**src/hdl/assert_macros.svh**
```systemverilog
// ----------------------------------------------------------------------------
// assert_macros.svh
// shared assertion macros, compiled out when NO_ASSERTIONS is set
// ----------------------------------------------------------------------------
`ifndef ASSERT_MACROS_SVH
`define ASSERT_MACROS_SVH

`ifndef NO_ASSERTIONS

// property must hold at every clock edge outside reset
`define FNQ_ASSERT(label, clk, rst, prop, msg) \
   label: assert property (@(posedge clk) disable iff (rst) prop) else $error(msg);

// expression must never be true outside reset
`define FNQ_ASSERT_NEVER(label, clk, rst, expr, msg) \
   label: assert property (@(posedge clk) disable iff (rst) !(expr)) else $error(msg);

`else

`define FNQ_ASSERT(label, clk, rst, prop, msg)
`define FNQ_ASSERT_NEVER(label, clk, rst, expr, msg)

`endif

`endif

```
**src/hdl/fnq_pkg.sv**
```systemverilog
// ----------------------------------------------------------------------------
// fnq_pkg
// shared widths, action and register codes, and the result beat type
// ----------------------------------------------------------------------------
`default_nettype none

package fnq_pkg;

   // field widths
   localparam int ACT_W      = 2;
   localparam int ID_W       = 32;
   localparam int DATA_W     = 32;
   localparam int CLASS_W    = 6;
   localparam int VER_W      = 9;
   localparam int MASK_W     = 64;
   localparam int ENTRY_W    = ID_W + DATA_W;
   localparam int CSR_IDX_W  = 1;
   localparam int CSR_DATA_W = 64;

   // action codes
   localparam logic [ACT_W-1:0] ACT_PUSH      = 2'd0;
   localparam logic [ACT_W-1:0] ACT_POP_FIRST = 2'd1;
   localparam logic [ACT_W-1:0] ACT_POP_ID    = 2'd2;

   // register indexes
   localparam logic [CSR_IDX_W-1:0] CSR_ACCEPT_MASK    = 1'd0;
   localparam logic [CSR_IDX_W-1:0] CSR_NEWEST_VERSION = 1'd1;

   // one result beat
   typedef struct packed {
      logic              accepted;
      logic              filtered;
      logic              overflow;
      logic [ID_W-1:0]   got_id;
      logic [DATA_W-1:0] got_data;
      logic              pending;
   } fnq_result_type;

endpackage

`default_nettype wire

```
**src/hdl/filtered_notification_queue.sv**
```systemverilog
// ----------------------------------------------------------------------------
// filtered_notification_queue
// ordered notification queue with class/version filter and dequeue by id
// ----------------------------------------------------------------------------
// usage
//   req_ channel carries one action per beat: enqueue, dequeue oldest, or
//   dequeue oldest with a matching id. rsp_ returns one result beat for
//   every request beat, in order. csr_ writes the class mask (index 0) and
//   the newest accepted version (index 1). The user must write them only while
//   the block is idle; the block itself does not enforce it.
// sequencing
//   enqueue and unused codes pass the start and done states; a dequeue
//   also runs the scan and compaction loop, which reads or moves one ram
//   entry a cycle over the n entries held (at most QUEUE_DEPTH).
//   req_stall is high while a beat is in work, so one beat is handled at a
//   time; the next one is taken as soon as the result sits in the output
//   register, even while rsp_stall holds it.
// reset
//   queue empties, both filter registers clear, no result is pending.
// receiver stall: the result register holds; a finished beat waits until it frees.
// ----------------------------------------------------------------------------
`default_nettype none

module filtered_notification_queue #(
   parameter int QUEUE_DEPTH = 16
) (
   input  wire logic                              clock,
   input  wire logic                              reset,
   // request channel
   input  wire logic                              req_valid,
   output logic                                   req_stall,
   input  wire logic [fnq_pkg::ACT_W-1:0]         req_action,
   input  wire logic [fnq_pkg::ID_W-1:0]          req_note_id,
   input  wire logic [fnq_pkg::DATA_W-1:0]        req_note_data,
   input  wire logic [fnq_pkg::CLASS_W-1:0]       req_class_index,
   input  wire logic [fnq_pkg::VER_W-1:0]         req_note_version,
   // response channel
   output logic                                   rsp_valid,
   input  wire logic                              rsp_stall,
   output logic                                   rsp_accepted,
   output logic                                   rsp_filtered,
   output logic                                   rsp_overflow,
   output logic      [fnq_pkg::ID_W-1:0]          rsp_got_id,
   output logic      [fnq_pkg::DATA_W-1:0]        rsp_got_data,
   output logic                                   rsp_pending,
   // register write port
   input  wire logic                              csr_wr_en,
   input  wire logic [fnq_pkg::CSR_IDX_W-1:0]     csr_index,
   input  wire logic [fnq_pkg::CSR_DATA_W-1:0]    csr_wr_data
);

   import fnq_pkg::*;

   localparam int IDX_W = (QUEUE_DEPTH > 1) ? $clog2(QUEUE_DEPTH) : 1;

   logic               filter_pass;
   logic               eng_busy;
   logic               ram_we;
   logic [IDX_W-1:0]   ram_waddr;
   logic [ENTRY_W-1:0] ram_wdata;
   logic [IDX_W-1:0]   ram_raddr;
   logic [ENTRY_W-1:0] ram_rdata;
   logic               done_valid;
   fnq_result_type     done_result;
   logic               slot_free;

   logic               rsp_valid_ff, rsp_valid_in;
   fnq_result_type     rsp_res_ff, rsp_res_in;

   // filter registers
   fnq_cfg u_cfg (
      .clock        (clock),
      .reset        (reset),
      .csr_wr_en    (csr_wr_en),
      .csr_index    (csr_index),
      .csr_wr_data  (csr_wr_data),
      .class_index  (req_class_index),
      .note_version (req_note_version),
      .filter_pass  (filter_pass)
   );

   // sequencer
   fnq_engine #(
      .QUEUE_DEPTH (QUEUE_DEPTH)
   ) u_engine (
      .clock         (clock),
      .reset         (reset),
      .req_valid     (req_valid),
      .req_action    (req_action),
      .req_note_id   (req_note_id),
      .req_note_data (req_note_data),
      .filter_pass   (filter_pass),
      .busy          (eng_busy),
      .ram_we        (ram_we),
      .ram_waddr     (ram_waddr),
      .ram_wdata     (ram_wdata),
      .ram_raddr     (ram_raddr),
      .ram_rdata     (ram_rdata),
      .done_valid    (done_valid),
      .done_result   (done_result),
      .slot_free     (slot_free)
   );

   // entry storage, oldest entry at address zero
   fnq_ram #(
      .WIDTH (ENTRY_W),
      .DEPTH (QUEUE_DEPTH)
   ) u_ram (
      .clock   (clock),
      .wr_en   (ram_we),
      .wr_addr (ram_waddr),
      .wr_data (ram_wdata),
      .rd_addr (ram_raddr),
      .rd_data (ram_rdata)
   );

   assign req_stall = reset || eng_busy;

   // output register
   assign slot_free = !rsp_valid_ff || !rsp_stall;

   always_comb begin
      rsp_valid_in = rsp_valid_ff;
      rsp_res_in   = rsp_res_ff;
      if (done_valid && slot_free) begin
         rsp_valid_in = 1'b1;
         rsp_res_in   = done_result;
      end else if (!rsp_stall) begin
         rsp_valid_in = 1'b0;
      end
   end

   always_ff @(posedge clock) begin
      if (reset) begin
         rsp_valid_ff <= 1'b0;
      end else begin
         rsp_valid_ff <= rsp_valid_in;
      end
   end

   always_ff @(posedge clock) begin
      rsp_res_ff <= rsp_res_in;
   end

   assign rsp_valid    = rsp_valid_ff;
   assign rsp_accepted = rsp_res_ff.accepted;
   assign rsp_filtered = rsp_res_ff.filtered;
   assign rsp_overflow = rsp_res_ff.overflow;
   assign rsp_got_id   = rsp_res_ff.got_id;
   assign rsp_got_data = rsp_res_ff.got_data;
   assign rsp_pending  = rsp_res_ff.pending;

endmodule

`default_nettype wire

```
**src/hdl/fnq_ram.sv**
```systemverilog
// ----------------------------------------------------------------------------
// fnq_ram
// generic single write, single read ram with registered read data
// ----------------------------------------------------------------------------
`default_nettype none

module fnq_ram #(
   parameter int WIDTH  = 64,
   parameter int DEPTH  = 16,
   parameter int ADDR_W = (DEPTH > 1) ? $clog2(DEPTH) : 1
) (
   input  wire logic              clock,
   input  wire logic              wr_en,
   input  wire logic [ADDR_W-1:0] wr_addr,
   input  wire logic [WIDTH-1:0]  wr_data,
   input  wire logic [ADDR_W-1:0] rd_addr,
   output logic      [WIDTH-1:0]  rd_data
);

   logic [WIDTH-1:0] mem_ff [DEPTH];
   logic [WIDTH-1:0] rd_data_ff;

   // write port
   always_ff @(posedge clock) begin
      if (wr_en) begin
         mem_ff[wr_addr] <= wr_data;
      end
   end

   // registered read port
   always_ff @(posedge clock) begin
      rd_data_ff <= mem_ff[rd_addr];
   end

   assign rd_data = rd_data_ff;

endmodule

`default_nettype wire

```
**src/hdl/fnq_cfg.sv**
```systemverilog
// ----------------------------------------------------------------------------
// fnq_cfg
// filter registers and the class mask / version check of an incoming beat
// ----------------------------------------------------------------------------
`default_nettype none

module fnq_cfg (
   input  wire logic                              clock,
   input  wire logic                              reset,
   input  wire logic                              csr_wr_en,
   input  wire logic [fnq_pkg::CSR_IDX_W-1:0]     csr_index,
   input  wire logic [fnq_pkg::CSR_DATA_W-1:0]    csr_wr_data,
   input  wire logic [fnq_pkg::CLASS_W-1:0]       class_index,
   input  wire logic [fnq_pkg::VER_W-1:0]         note_version,
   output logic                                   filter_pass
);

   import fnq_pkg::*;

   logic [MASK_W-1:0] mask_ff, mask_in;
   logic [VER_W-1:0]  version_ff, version_in;

   // register write decode
   always_comb begin
      mask_in    = mask_ff;
      version_in = version_ff;
      if (csr_wr_en) begin
         unique case (csr_index)
            CSR_ACCEPT_MASK:    mask_in    = csr_wr_data[MASK_W-1:0];
            CSR_NEWEST_VERSION: version_in = csr_wr_data[VER_W-1:0];
            default: ;
         endcase
      end
   end

   always_ff @(posedge clock) begin
      if (reset) begin
         mask_ff    <= '0;
         version_ff <= '0;
      end else begin
         mask_ff    <= mask_in;
         version_ff <= version_in;
      end
   end

   // class enabled and version not newer than allowed
   assign filter_pass = mask_ff[class_index] && (note_version <= version_ff);

endmodule

`default_nettype wire

```
**src/hdl/fnq_engine.sv**
```systemverilog
// ----------------------------------------------------------------------------
// fnq_engine
// queue sequencer: append, scan with one shared id compare, then compaction
// ----------------------------------------------------------------------------
`default_nettype none

`include "assert_macros.svh"

module fnq_engine #(
   parameter int QUEUE_DEPTH = 16,
   parameter int IDX_W       = (QUEUE_DEPTH > 1) ? $clog2(QUEUE_DEPTH) : 1
) (
   input  wire logic                           clock,
   input  wire logic                           reset,
   // input beat
   input  wire logic                           req_valid,
   input  wire logic [fnq_pkg::ACT_W-1:0]      req_action,
   input  wire logic [fnq_pkg::ID_W-1:0]       req_note_id,
   input  wire logic [fnq_pkg::DATA_W-1:0]     req_note_data,
   input  wire logic                           filter_pass,
   output logic                                busy,
   // entry ram
   output logic                                ram_we,
   output logic      [IDX_W-1:0]               ram_waddr,
   output logic      [fnq_pkg::ENTRY_W-1:0]    ram_wdata,
   output logic      [IDX_W-1:0]               ram_raddr,
   input  wire logic [fnq_pkg::ENTRY_W-1:0]    ram_rdata,
   // finished result
   output logic                                done_valid,
   output fnq_pkg::fnq_result_type             done_result,
   input  wire logic                           slot_free
);

   import fnq_pkg::*;

   localparam int CNT_W = $clog2(QUEUE_DEPTH + 1);

   localparam logic [2:0] S_IDLE  = 3'd0;
   localparam logic [2:0] S_START = 3'd1;
   localparam logic [2:0] S_SCAN  = 3'd2;
   localparam logic [2:0] S_SHIFT = 3'd3;
   localparam logic [2:0] S_DONE  = 3'd4;

   logic [2:0]        state_ff, state_in;
   logic [CNT_W-1:0]  count_ff, count_in;
   logic [CNT_W-1:0]  ptr_ff, ptr_in;
   logic [ACT_W-1:0]  act_ff, act_in;
   logic [ID_W-1:0]   id_ff, id_in;
   logic [DATA_W-1:0] data_ff, data_in;
   logic              pass_ff, pass_in;
   fnq_result_type    res_ff, res_in;

   logic [CNT_W-1:0]  ptr_nxt;
   logic [CNT_W-1:0]  ptr_prv;
   logic              more;
   logic              hit;
   logic              full;

   assign ptr_nxt = ptr_ff + CNT_W'(1);
   assign ptr_prv = ptr_ff - CNT_W'(1);
   assign more    = ptr_nxt < count_ff;
   assign full    = count_ff == CNT_W'(QUEUE_DEPTH);

   // shared compare: the entry just read is the one to remove
   assign hit = (act_ff == ACT_POP_FIRST) || (ram_rdata[ENTRY_W-1:DATA_W] == id_ff);

   // sequencer
   always_comb begin
      state_in  = state_ff;
      count_in  = count_ff;
      ptr_in    = ptr_ff;
      act_in    = act_ff;
      id_in     = id_ff;
      data_in   = data_ff;
      pass_in   = pass_ff;
      res_in    = res_ff;
      ram_we    = 1'b0;
      ram_waddr = ptr_prv[IDX_W-1:0];
      ram_wdata = ram_rdata;
      ram_raddr = ptr_nxt[IDX_W-1:0];

      unique case (state_ff)
         S_IDLE: begin
            if (req_valid) begin
               act_in   = req_action;
               id_in    = req_note_id;
               data_in  = req_note_data;
               pass_in  = filter_pass;
               res_in   = '0;
               state_in = S_START;
            end
         end

         S_START: begin
            case (act_ff) inside
               ACT_PUSH: begin
                  if (!pass_ff) begin
                     res_in.filtered = 1'b1;
                  end else if (full) begin
                     res_in.overflow = 1'b1;
                  end else begin
                     ram_we          = 1'b1;
                     ram_waddr       = count_ff[IDX_W-1:0];
                     ram_wdata       = {id_ff, data_ff};
                     count_in        = count_ff + CNT_W'(1);
                     res_in.accepted = 1'b1;
                  end
                  state_in = S_DONE;
               end
               ACT_POP_FIRST, ACT_POP_ID: begin
                  ram_raddr = '0;
                  ptr_in    = '0;
                  state_in  = (count_ff == '0) ? S_DONE : S_SCAN;
               end
               default: state_in = S_DONE;
            endcase
         end

         // read data of entry ptr is present
         S_SCAN: begin
            if (hit) begin
               res_in.accepted = 1'b1;
               res_in.got_id   = ram_rdata[ENTRY_W-1:DATA_W];
               res_in.got_data = ram_rdata[DATA_W-1:0];
               if (more) begin
                  ptr_in   = ptr_nxt;
                  state_in = S_SHIFT;
               end else begin
                  count_in = count_ff - CNT_W'(1);
                  state_in = S_DONE;
               end
            end else if (more) begin
               ptr_in = ptr_nxt;
            end else begin
               state_in = S_DONE;
            end
         end

         // move entry ptr one place toward the head
         S_SHIFT: begin
            ram_we = 1'b1;
            if (more) begin
               ptr_in = ptr_nxt;
            end else begin
               count_in = count_ff - CNT_W'(1);
               state_in = S_DONE;
            end
         end

         S_DONE: begin
            if (slot_free) begin
               state_in = S_IDLE;
            end
         end

         default: state_in = S_IDLE;
      endcase
   end

   // control state
   always_ff @(posedge clock) begin
      if (reset) begin
         state_ff <= S_IDLE;
         count_ff <= '0;
      end else begin
         state_ff <= state_in;
         count_ff <= count_in;
      end
   end

   // working registers
   always_ff @(posedge clock) begin
      ptr_ff  <= ptr_in;
      act_ff  <= act_in;
      id_ff   <= id_in;
      data_ff <= data_in;
      pass_ff <= pass_in;
      res_ff  <= res_in;
   end

   assign busy       = state_ff != S_IDLE;
   assign done_valid = state_ff == S_DONE;

   // pending reflects the count after this beat
   always_comb begin
      done_result         = res_ff;
      done_result.pending = count_ff != '0;
   end

   `FNQ_ASSERT_NEVER(a_count_bound, clock, reset, count_ff > CNT_W'(QUEUE_DEPTH), "entry count above depth")
   `FNQ_ASSERT(a_accept_start, clock, reset, (state_ff == S_IDLE) && req_valid |=> (state_ff == S_START), "accepted beat did not start")
   `FNQ_ASSERT_NEVER(a_write_quiet, clock, reset, ram_we && ((state_ff == S_IDLE) || (state_ff == S_DONE)), "ram write outside work")
   `FNQ_ASSERT_NEVER(a_ptr_range, clock, reset, ((state_ff == S_SCAN) || (state_ff == S_SHIFT)) && (ptr_ff >= count_ff), "scan pointer beyond count")
   `FNQ_ASSERT(a_shift_ptr, clock, reset, (state_ff == S_SHIFT) |-> (ptr_ff != '0), "shift from head entry")

endmodule

`default_nettype wire

```
**config.mk**
```make
export PLATFORM = sky130hd
export DESIGN_NAME = filtered_notification_queue
export DESIGN_NICKNAME = d
export VERILOG_FILES = /design/src/hdl/fnq_pkg.sv /design/src/hdl/filtered_notification_queue.sv /design/src/hdl/fnq_ram.sv /design/src/hdl/fnq_cfg.sv /design/src/hdl/fnq_engine.sv
export VERILOG_INCLUDE_DIRS = /design/src /design/src/hdl
export SDC_FILE = /design/constraint.sdc
export NUM_CORES = 2
export LEC_CHECK = 0
export ABC_CLOCK_PERIOD_IN_PS = 5200
export BUFFER_PORTS_ARGS = -buffer_cell sky130_fd_sc_hd__buf_2
export CAP_MARGIN = 20
export CELL_PAD_IN_SITES_DETAIL_PLACEMENT = 0
export CELL_PAD_IN_SITES_GLOBAL_PLACEMENT = 1
export CORE_AREA = 4 4 376 378
export CTS_CLUSTER_SIZE = 24
export DETAILED_ROUTE_END_ITERATION = 8
export DIE_AREA = 0 0 380 382
export HOLD_SLACK_MARGIN = 0.05
export PLACE_DENSITY_LB_ADDON = 0.05
export SYNTH_ARGS = -nofsm -noshare
export SYNTH_HDL_FRONTEND = slang
export SYNTH_SLANG_ARGS = --single-unit
```
**constraint.sdc**
```tcl
create_clock -name clock -period 5.2 [get_ports clock]
set_input_delay 0 -clock clock [delete_from_list [all_inputs] [get_ports clock]]
set_output_delay 0 -clock clock [all_outputs]
set_load 0.02 [all_outputs]
```
After elaboration in Yosys (flattened, before gate mapping)

Memory sizes are Yosys's and may differ from the RTL's. A register that Yosys moved wholly into a read port is not among the register bits.
Index checks and enable logic that the tools add are counted.

Add/sub/neg operators: 4
Order comparisons: 3
Equal/unequal tests: 20
Muxes and demuxes: 52
Bitwise gates (word level): 1
Reductions and logical operators: 29

Operators by type and width:

| operator            | number |
|---|---|
| $mux 64             | 5 |
| $pmux 64 s2         | 1 |
| $mux 68             | 1 |
| $mux 5              | 8 |
| $eq 32x32->1        | 1 |
| $mux 4              | 7 |
| $mux 3              | 9 |
| $pmux 3 s5          | 1 |
| $pmux 5 s3          | 1 |
| $mux 1              | 14 |
| $ne 2x1->1 const B  | 7 |
| $add 5x1->5 const B | 2 |
| $ne 2x2->1 const B  | 5 |
| $pmux 5 s2          | 1 |
| $reduce_and 5->1    | 2 |
| $le 9x9->1          | 1 |
| $reduce_bool 3->1   | 3 |
| $reduce_and 2->1    | 4 |
| $reduce_and 4->1    | 2 |
| $lt 6x7->1 const B  | 1 |
| $bmux 1 s6          | 1 |
| $eq 3x2->1 const B  | 2 |
| $reduce_and 6->1    | 1 |
| $reduce_bool 2->1   | 3 |
| 21 further kinds    | 26 |

Flip-flop bits (word level): 289
Bits in writable memories: 1024
Memories: 1

Memory list:

| name         | words | width | read ports | clocked after Yosys merged registers in | wr ports | line          | text |
|---|---|---|---|---|---|---|---|
| u_ram.mem_ff | 16    | 64    | 1          | 1                                       | 1        | fnq_ram.sv:20 | `logic [WIDTH-1:0] mem_ff [DEPTH];` |

Depth between registers and ports, before layout

Depth in word-level cells: 7
Gate-level depth with buffers: 13
Depth with buffers taken out: 10

Modules after synthesis

From an unflattened synthesis, not the netlist that was laid out.

Cells, all modules: 2586
Area total of the unflattened synthesis: 51729.6 um2

Modules (own cells, without submodules):

| module                      | times used | cells an instance | area each (um2) | sequential area each (um2) |
|---|---|---|---|---|
| fnq_ram                     | 1          | 1647              | 39581.7         | 32030.7 |
| fnq_engine                  | 1          | 467               | 6754.0          | 4334.2 |
| fnq_cfg                     | 1          | 398               | 3306.9          | 1461.4 |
| filtered_notification_queue | 1          | 74                | 2087.0          | 2062.0 |

Worst setup path after synthesis

OpenSTA, ideal clock, no wires.

Path type: register to register
Start point: reg u_engine.ptr_ff[0]
End point: mem u_ram.mem_ff[7][0], enable pin
Setup time: 487 ps
Arrival time: 4841 ps
Setup slack: -128 ps
Cell stages (with the launch flop): 11
Path buffers: 5
Clock period less this slack: 5328 ps
Cell sequence: edfxtp_1 -> buf_4 -> inv_1 -> clkbuf_1 -> ha_1 -> clkbuf_1 -> clkbuf_1 -> buf_1 -> nor3_1 -> a31oi_1 -> nor2_1

Longest elaborated chain between the ends: 5

Ends and longest elaborated chain:

| item                   | line              | text |
|---|---|---|
| from (decl)            | fnq_engine.sv:46  | `logic [CNT_W-1:0] ptr_ff, ptr_in;` |
| from (signal assigned) | fnq_engine.sv:173 | `ptr_ff <= ptr_in;` |
| $sub 4x1->4 *          | fnq_engine.sv:60  | `assign ptr_prv = ptr_ff - CNT_W'(1);` |
| $mux 4                 | fnq_engine.sv:99  | `end else if (full) begin` |
| $mux 4                 | fnq_engine.sv:97  | `if (!pass_ff) begin` |
| $mux 4                 | fnq_engine.sv:95  | `case (act_ff) inside` |
| $mux 4 *               | fnq_engine.sv:82  | `unique case (state_ff)` |
| to (decl)              | fnq_ram.sv:20     |  |

Mark *: on every way between the ends. The rest lies on a longest branch, timed or not.

Worst setup path in the final report

Start point: reg u_engine.ptr_ff[0]
End point: reg u_engine.count_ff[4]

Longest elaborated chain between the ends: 5

Ends and longest elaborated chain:

| item                 | line              | text |
|---|---|---|
| $add 5x1->5 *        | fnq_engine.sv:59  | `assign ptr_nxt = ptr_ff + CNT_W'(1);` |
| $lt 5x5->1 *         | fnq_engine.sv:61  | `assign more = ptr_nxt < count_ff;` |
| $mux 5 *             | --                |  |
| $mux 5               | --                |  |
| $pmux 5 s3 *         | --                |  |
| to (signal assigned) | fnq_engine.sv:167 | `count_ff <= count_in;` |
| to (decl)            | fnq_engine.sv:45  | `logic [CNT_W-1:0] count_ff, count_in;` |

Mark *: on every way between the ends. The rest lies on a longest branch, timed or not. The select of a mux whose other input is x is not followed.
A chain may end at the register's enable or synchronous reset.

==> impl_metrics.json <==
{
  "status": "finished, final reports clean",
  "place_congestion": 0.769,
  "crit_path_end_kind": "flop",
  "drt-pass1-iter-count": 8,
  "dp_cells": 5351,
  "cap_violations": 0,
  "crit_arrival_ps": 4740,
  "ys_seq_elements": 1377,
  "setup_ws_ps": 1130,
  "worstHoldEndpoint": "rsp_valid$_SDFFE_PP0P_",
  "cts-buffers-inserted": 154,
  "finalSetupTns_ps": 0,
  "tritoncts": "yes",
  "drc": 0,
  "synth_most_common_cell": "edfxtp_1",
  "fin_crit_sh_pct": 78.4,
  "drtIter0Drc": 2349,
  "grt_start_max_net_pins": 135,
  "yosys.area.top_type": "edfxtp_1",
  "nets": 4260,
  "die_area_um2": 145000,
  "regArea_um2": 39900,
  "power_density_nw_per_um2": 381,
  "placed_area_um2": 56800,
  "post-place-ws_ps": 1230,
  "cts.sinks": 1377,
  "fin_crit_ps": 4070,
  "synth_common_cells": "edfxtp_1 (1231), nand2_1 (474), mux2i_1 (239), a21oi_1 (209), nand3_1 (155)",
  "cp_max_fo": 73,
  "reg2reg_slack_ps": 1130,
  "critPathRequiredTime_ps": 5860,
  "post_cts_buffers": 0,
  "ys_types": 66,
  "hold_viol_final": 0,
  "wire_per_inst_um": 25.0,
  "avgSynthCellArea_um2": 15.3,
  "p_leak_nw": 23.0,
  "postLayoutCoreUtil_pct": 47.8,
  "relSlewSlack_pct": 28.3,
  "total_power_mw": 25.0,
  "die_y_um": 382,
  "synth.area.top_cells": "edfxtp_1 (69%), dfxtp_1 (5.5%), mux2i_1 (4.5%)",
  "worst_hold_path_type": "in2reg",
  "area_delta_synth_final_pct": 22.8,
  "grt_pass1_vias": 33700,
  "synthArstFlopShare_pct": 0,
  "fin_worst_skew_ps": 22.1,
  "multi_input_area_um2": 12700,
  "core_area_um2": 137000,
  "stdcell_count": 6014,
  "track_usage_pct": 20.5,
  "antenna_found_initial": 3,
  "reg2reg_to": "u_engine.count_ff[4]$_SDFFE_PP0P_",
  "clockBufferDepth": 3,
  "setup_viol": 0,
  "maxSlewViolCount": 0,
  "drtAntennaViolNets": 0,
  "fmax_ghz": 0.245,
  "syn-num-nets": 3669,
  "worstSetupPathType": "reg2reg",
  "vias": 32200,
  "rows": 136,
  "finish.instance_area_um2": 65800,
  "avgViaCountPerCell": 5.35,
  "syn_inst": 3497,
  "ios": 221,
  "timing.rr.start": "u_engine.ptr_ff[0]$_SDFFCE_PP0P_",
  "crit_start": "u_engine.ptr_ff[0]$_SDFFCE_PP0P_",
  "wl_um": 150000,
  "netlist_area_um2": 53500,
  "worstMarginPinSlew_ps": 1080,
  "synth_seq_area_share_pct": 74.5,
  "synth.yosys.warnings": 0,
  "gr-total-overflow": 0,
  "synth_edf_count": 1231,
  "start_util_pct": 38.9,
  "grt_first_pass_wirelength_um": 223000,
  "hold_slack_ps": 180,
  "hold_path_depth": 4,
  "min_from": "rsp_stall",
  "clkLatencyLatePin_ps": 770,
  "synth_top_area_share_pct": 69.0,
  "num-fill-cells": 11800,
  "clkSlewWorstSetupHoldPaths_ps": 60,
  "ctsHtreeMaxLevel": 4,
  "cts_root_buffer": "clkbuf_16",
  "die_w_um": 380,
  "ir_drop_uv": 222,
  "ff2ff_path_depth": 10,
  "rsz0062_at_grt": "false",
  "synth_ff_type": "edfxtp_1",
  "drive_gt1_share_pct": 16.7,
  "start_kind": "flop",
  "io_buffers": 220,
  "post-dp-hpwl_um": 77700
}
cells by family (layout without fill, tap and decap cells):
kind of cell	count (synthesis)	after routing	share of synthesized area, %
other	0	1	0
adders and majority gates	21	21	0.505
muxes	384	384	8.09
xor gates and xnor gates	40	40	0.689
buffers and inverters	249	971	2.20
AOI/OAI and AO/OA	651	651	7.69
and+or+nand+nor	775	775	6.34
DFF	1377	1377	74.5
where the power goes:
group          total, mW  leakage (nW)  internal, mW  switching [mW]
clock network       11.0          2.54          6.60            4.36
logic               1.56          8.09         0.561           0.994
registers           12.5          12.4          12.4           0.119
total               25.0          23.0          19.6            5.47
final cells by class:
type,instances,share of cell area [%]
clock buffer,215,6.74
clock inverter,72,1.11
tap,1794,3.41
antenna,1,0.00381
timing repair buffer,661,8.59
inverter,23,0.143
sequential,1377,60.7
multi-input combinational,1871,19.3
worst max path at each step:
stage                     depth (start not counted)                                 to  slack [ps]
after floorplan                                  10       u_ram.mem_ff[7][0]$_DFFE_PP_        -130
after global placement                            8      u_ram.mem_ff[4][24]$_DFFE_PP_        1290
after detailed placement                         10  u_engine.count_ff[4]$_SDFFE_PP0P_        1230
after CTS                                        10  u_engine.count_ff[4]$_SDFFE_PP0P_        1210
after global routing                             10  u_engine.count_ff[4]$_SDFFE_PP0P_         910
final                                            10  u_engine.count_ff[4]$_SDFFE_PP0P_        1130
flip-flops by register name, summed over array words and instances (netlist names), 9 cells and up:
| register | flops |
|---|---|
| rsp_got_data | 32 |
| rsp_got_id | 32 |
| u_cfg.mask_ff | 64 |
| u_cfg.version_ff | 9 |
| u_engine.data_ff | 32 |
| u_engine.done_result | 67 |
| u_engine.id_ff | 32 |
| u_ram.mem_ff | 1024 |
| u_ram.rd_data | 64 |
per-layer routing:
layer	routed length [um]	track usage, %	vias up
met2	71100	33.4	755
met4	2660	4.93	0
met5	0	0	-
met1	69900	28.9	16600
li1	-	-	14600
met3	6750	3.37	189
critical path, stage by stage (launching register included):
cell and delay [ps]:
edfxtp_1 460, ha_1 320, xnor2_4 650, inv_8 410, ha_1 450, nand2_1 60
o21ai_0 320, o41a_1 260, nor3b_1 570, a311oi_1 210, a31o_2 260
cells in the final DEF, fill, tap and decap left out, types with 8 or more instances in the layout:
cell type,n
a21oi_1,208
a22o_1,19
a22oi_1,59
a31oi_1,71
and2_1,68
buf_12,24
buf_2,220
buf_4,42
bufinv_16,13
clkbuf_1,35
clkbuf_16,162
clkbuf_8,18
clkinv_1,18
clkinv_2,27
dfxtp_1,146
dlygate4sd3_1,375
edfxtp_1,1231
ha_1,19
inv_1,22
mux2_2,118
mux2i_1,239
mux4_2,27
nand2_1,472
nand3_1,154
nor2_1,16
nor2_4,20
nor4_1,8
o21ai_0,136
o221ai_1,57
o32ai_1,48
xor2_1,34
what timing repair did:
action	in CTS	in global routing
resized for setup	0	0
hold buffers	375	0
hold endpoints to repair	213	0
Power figures use the tool's default switching activity.
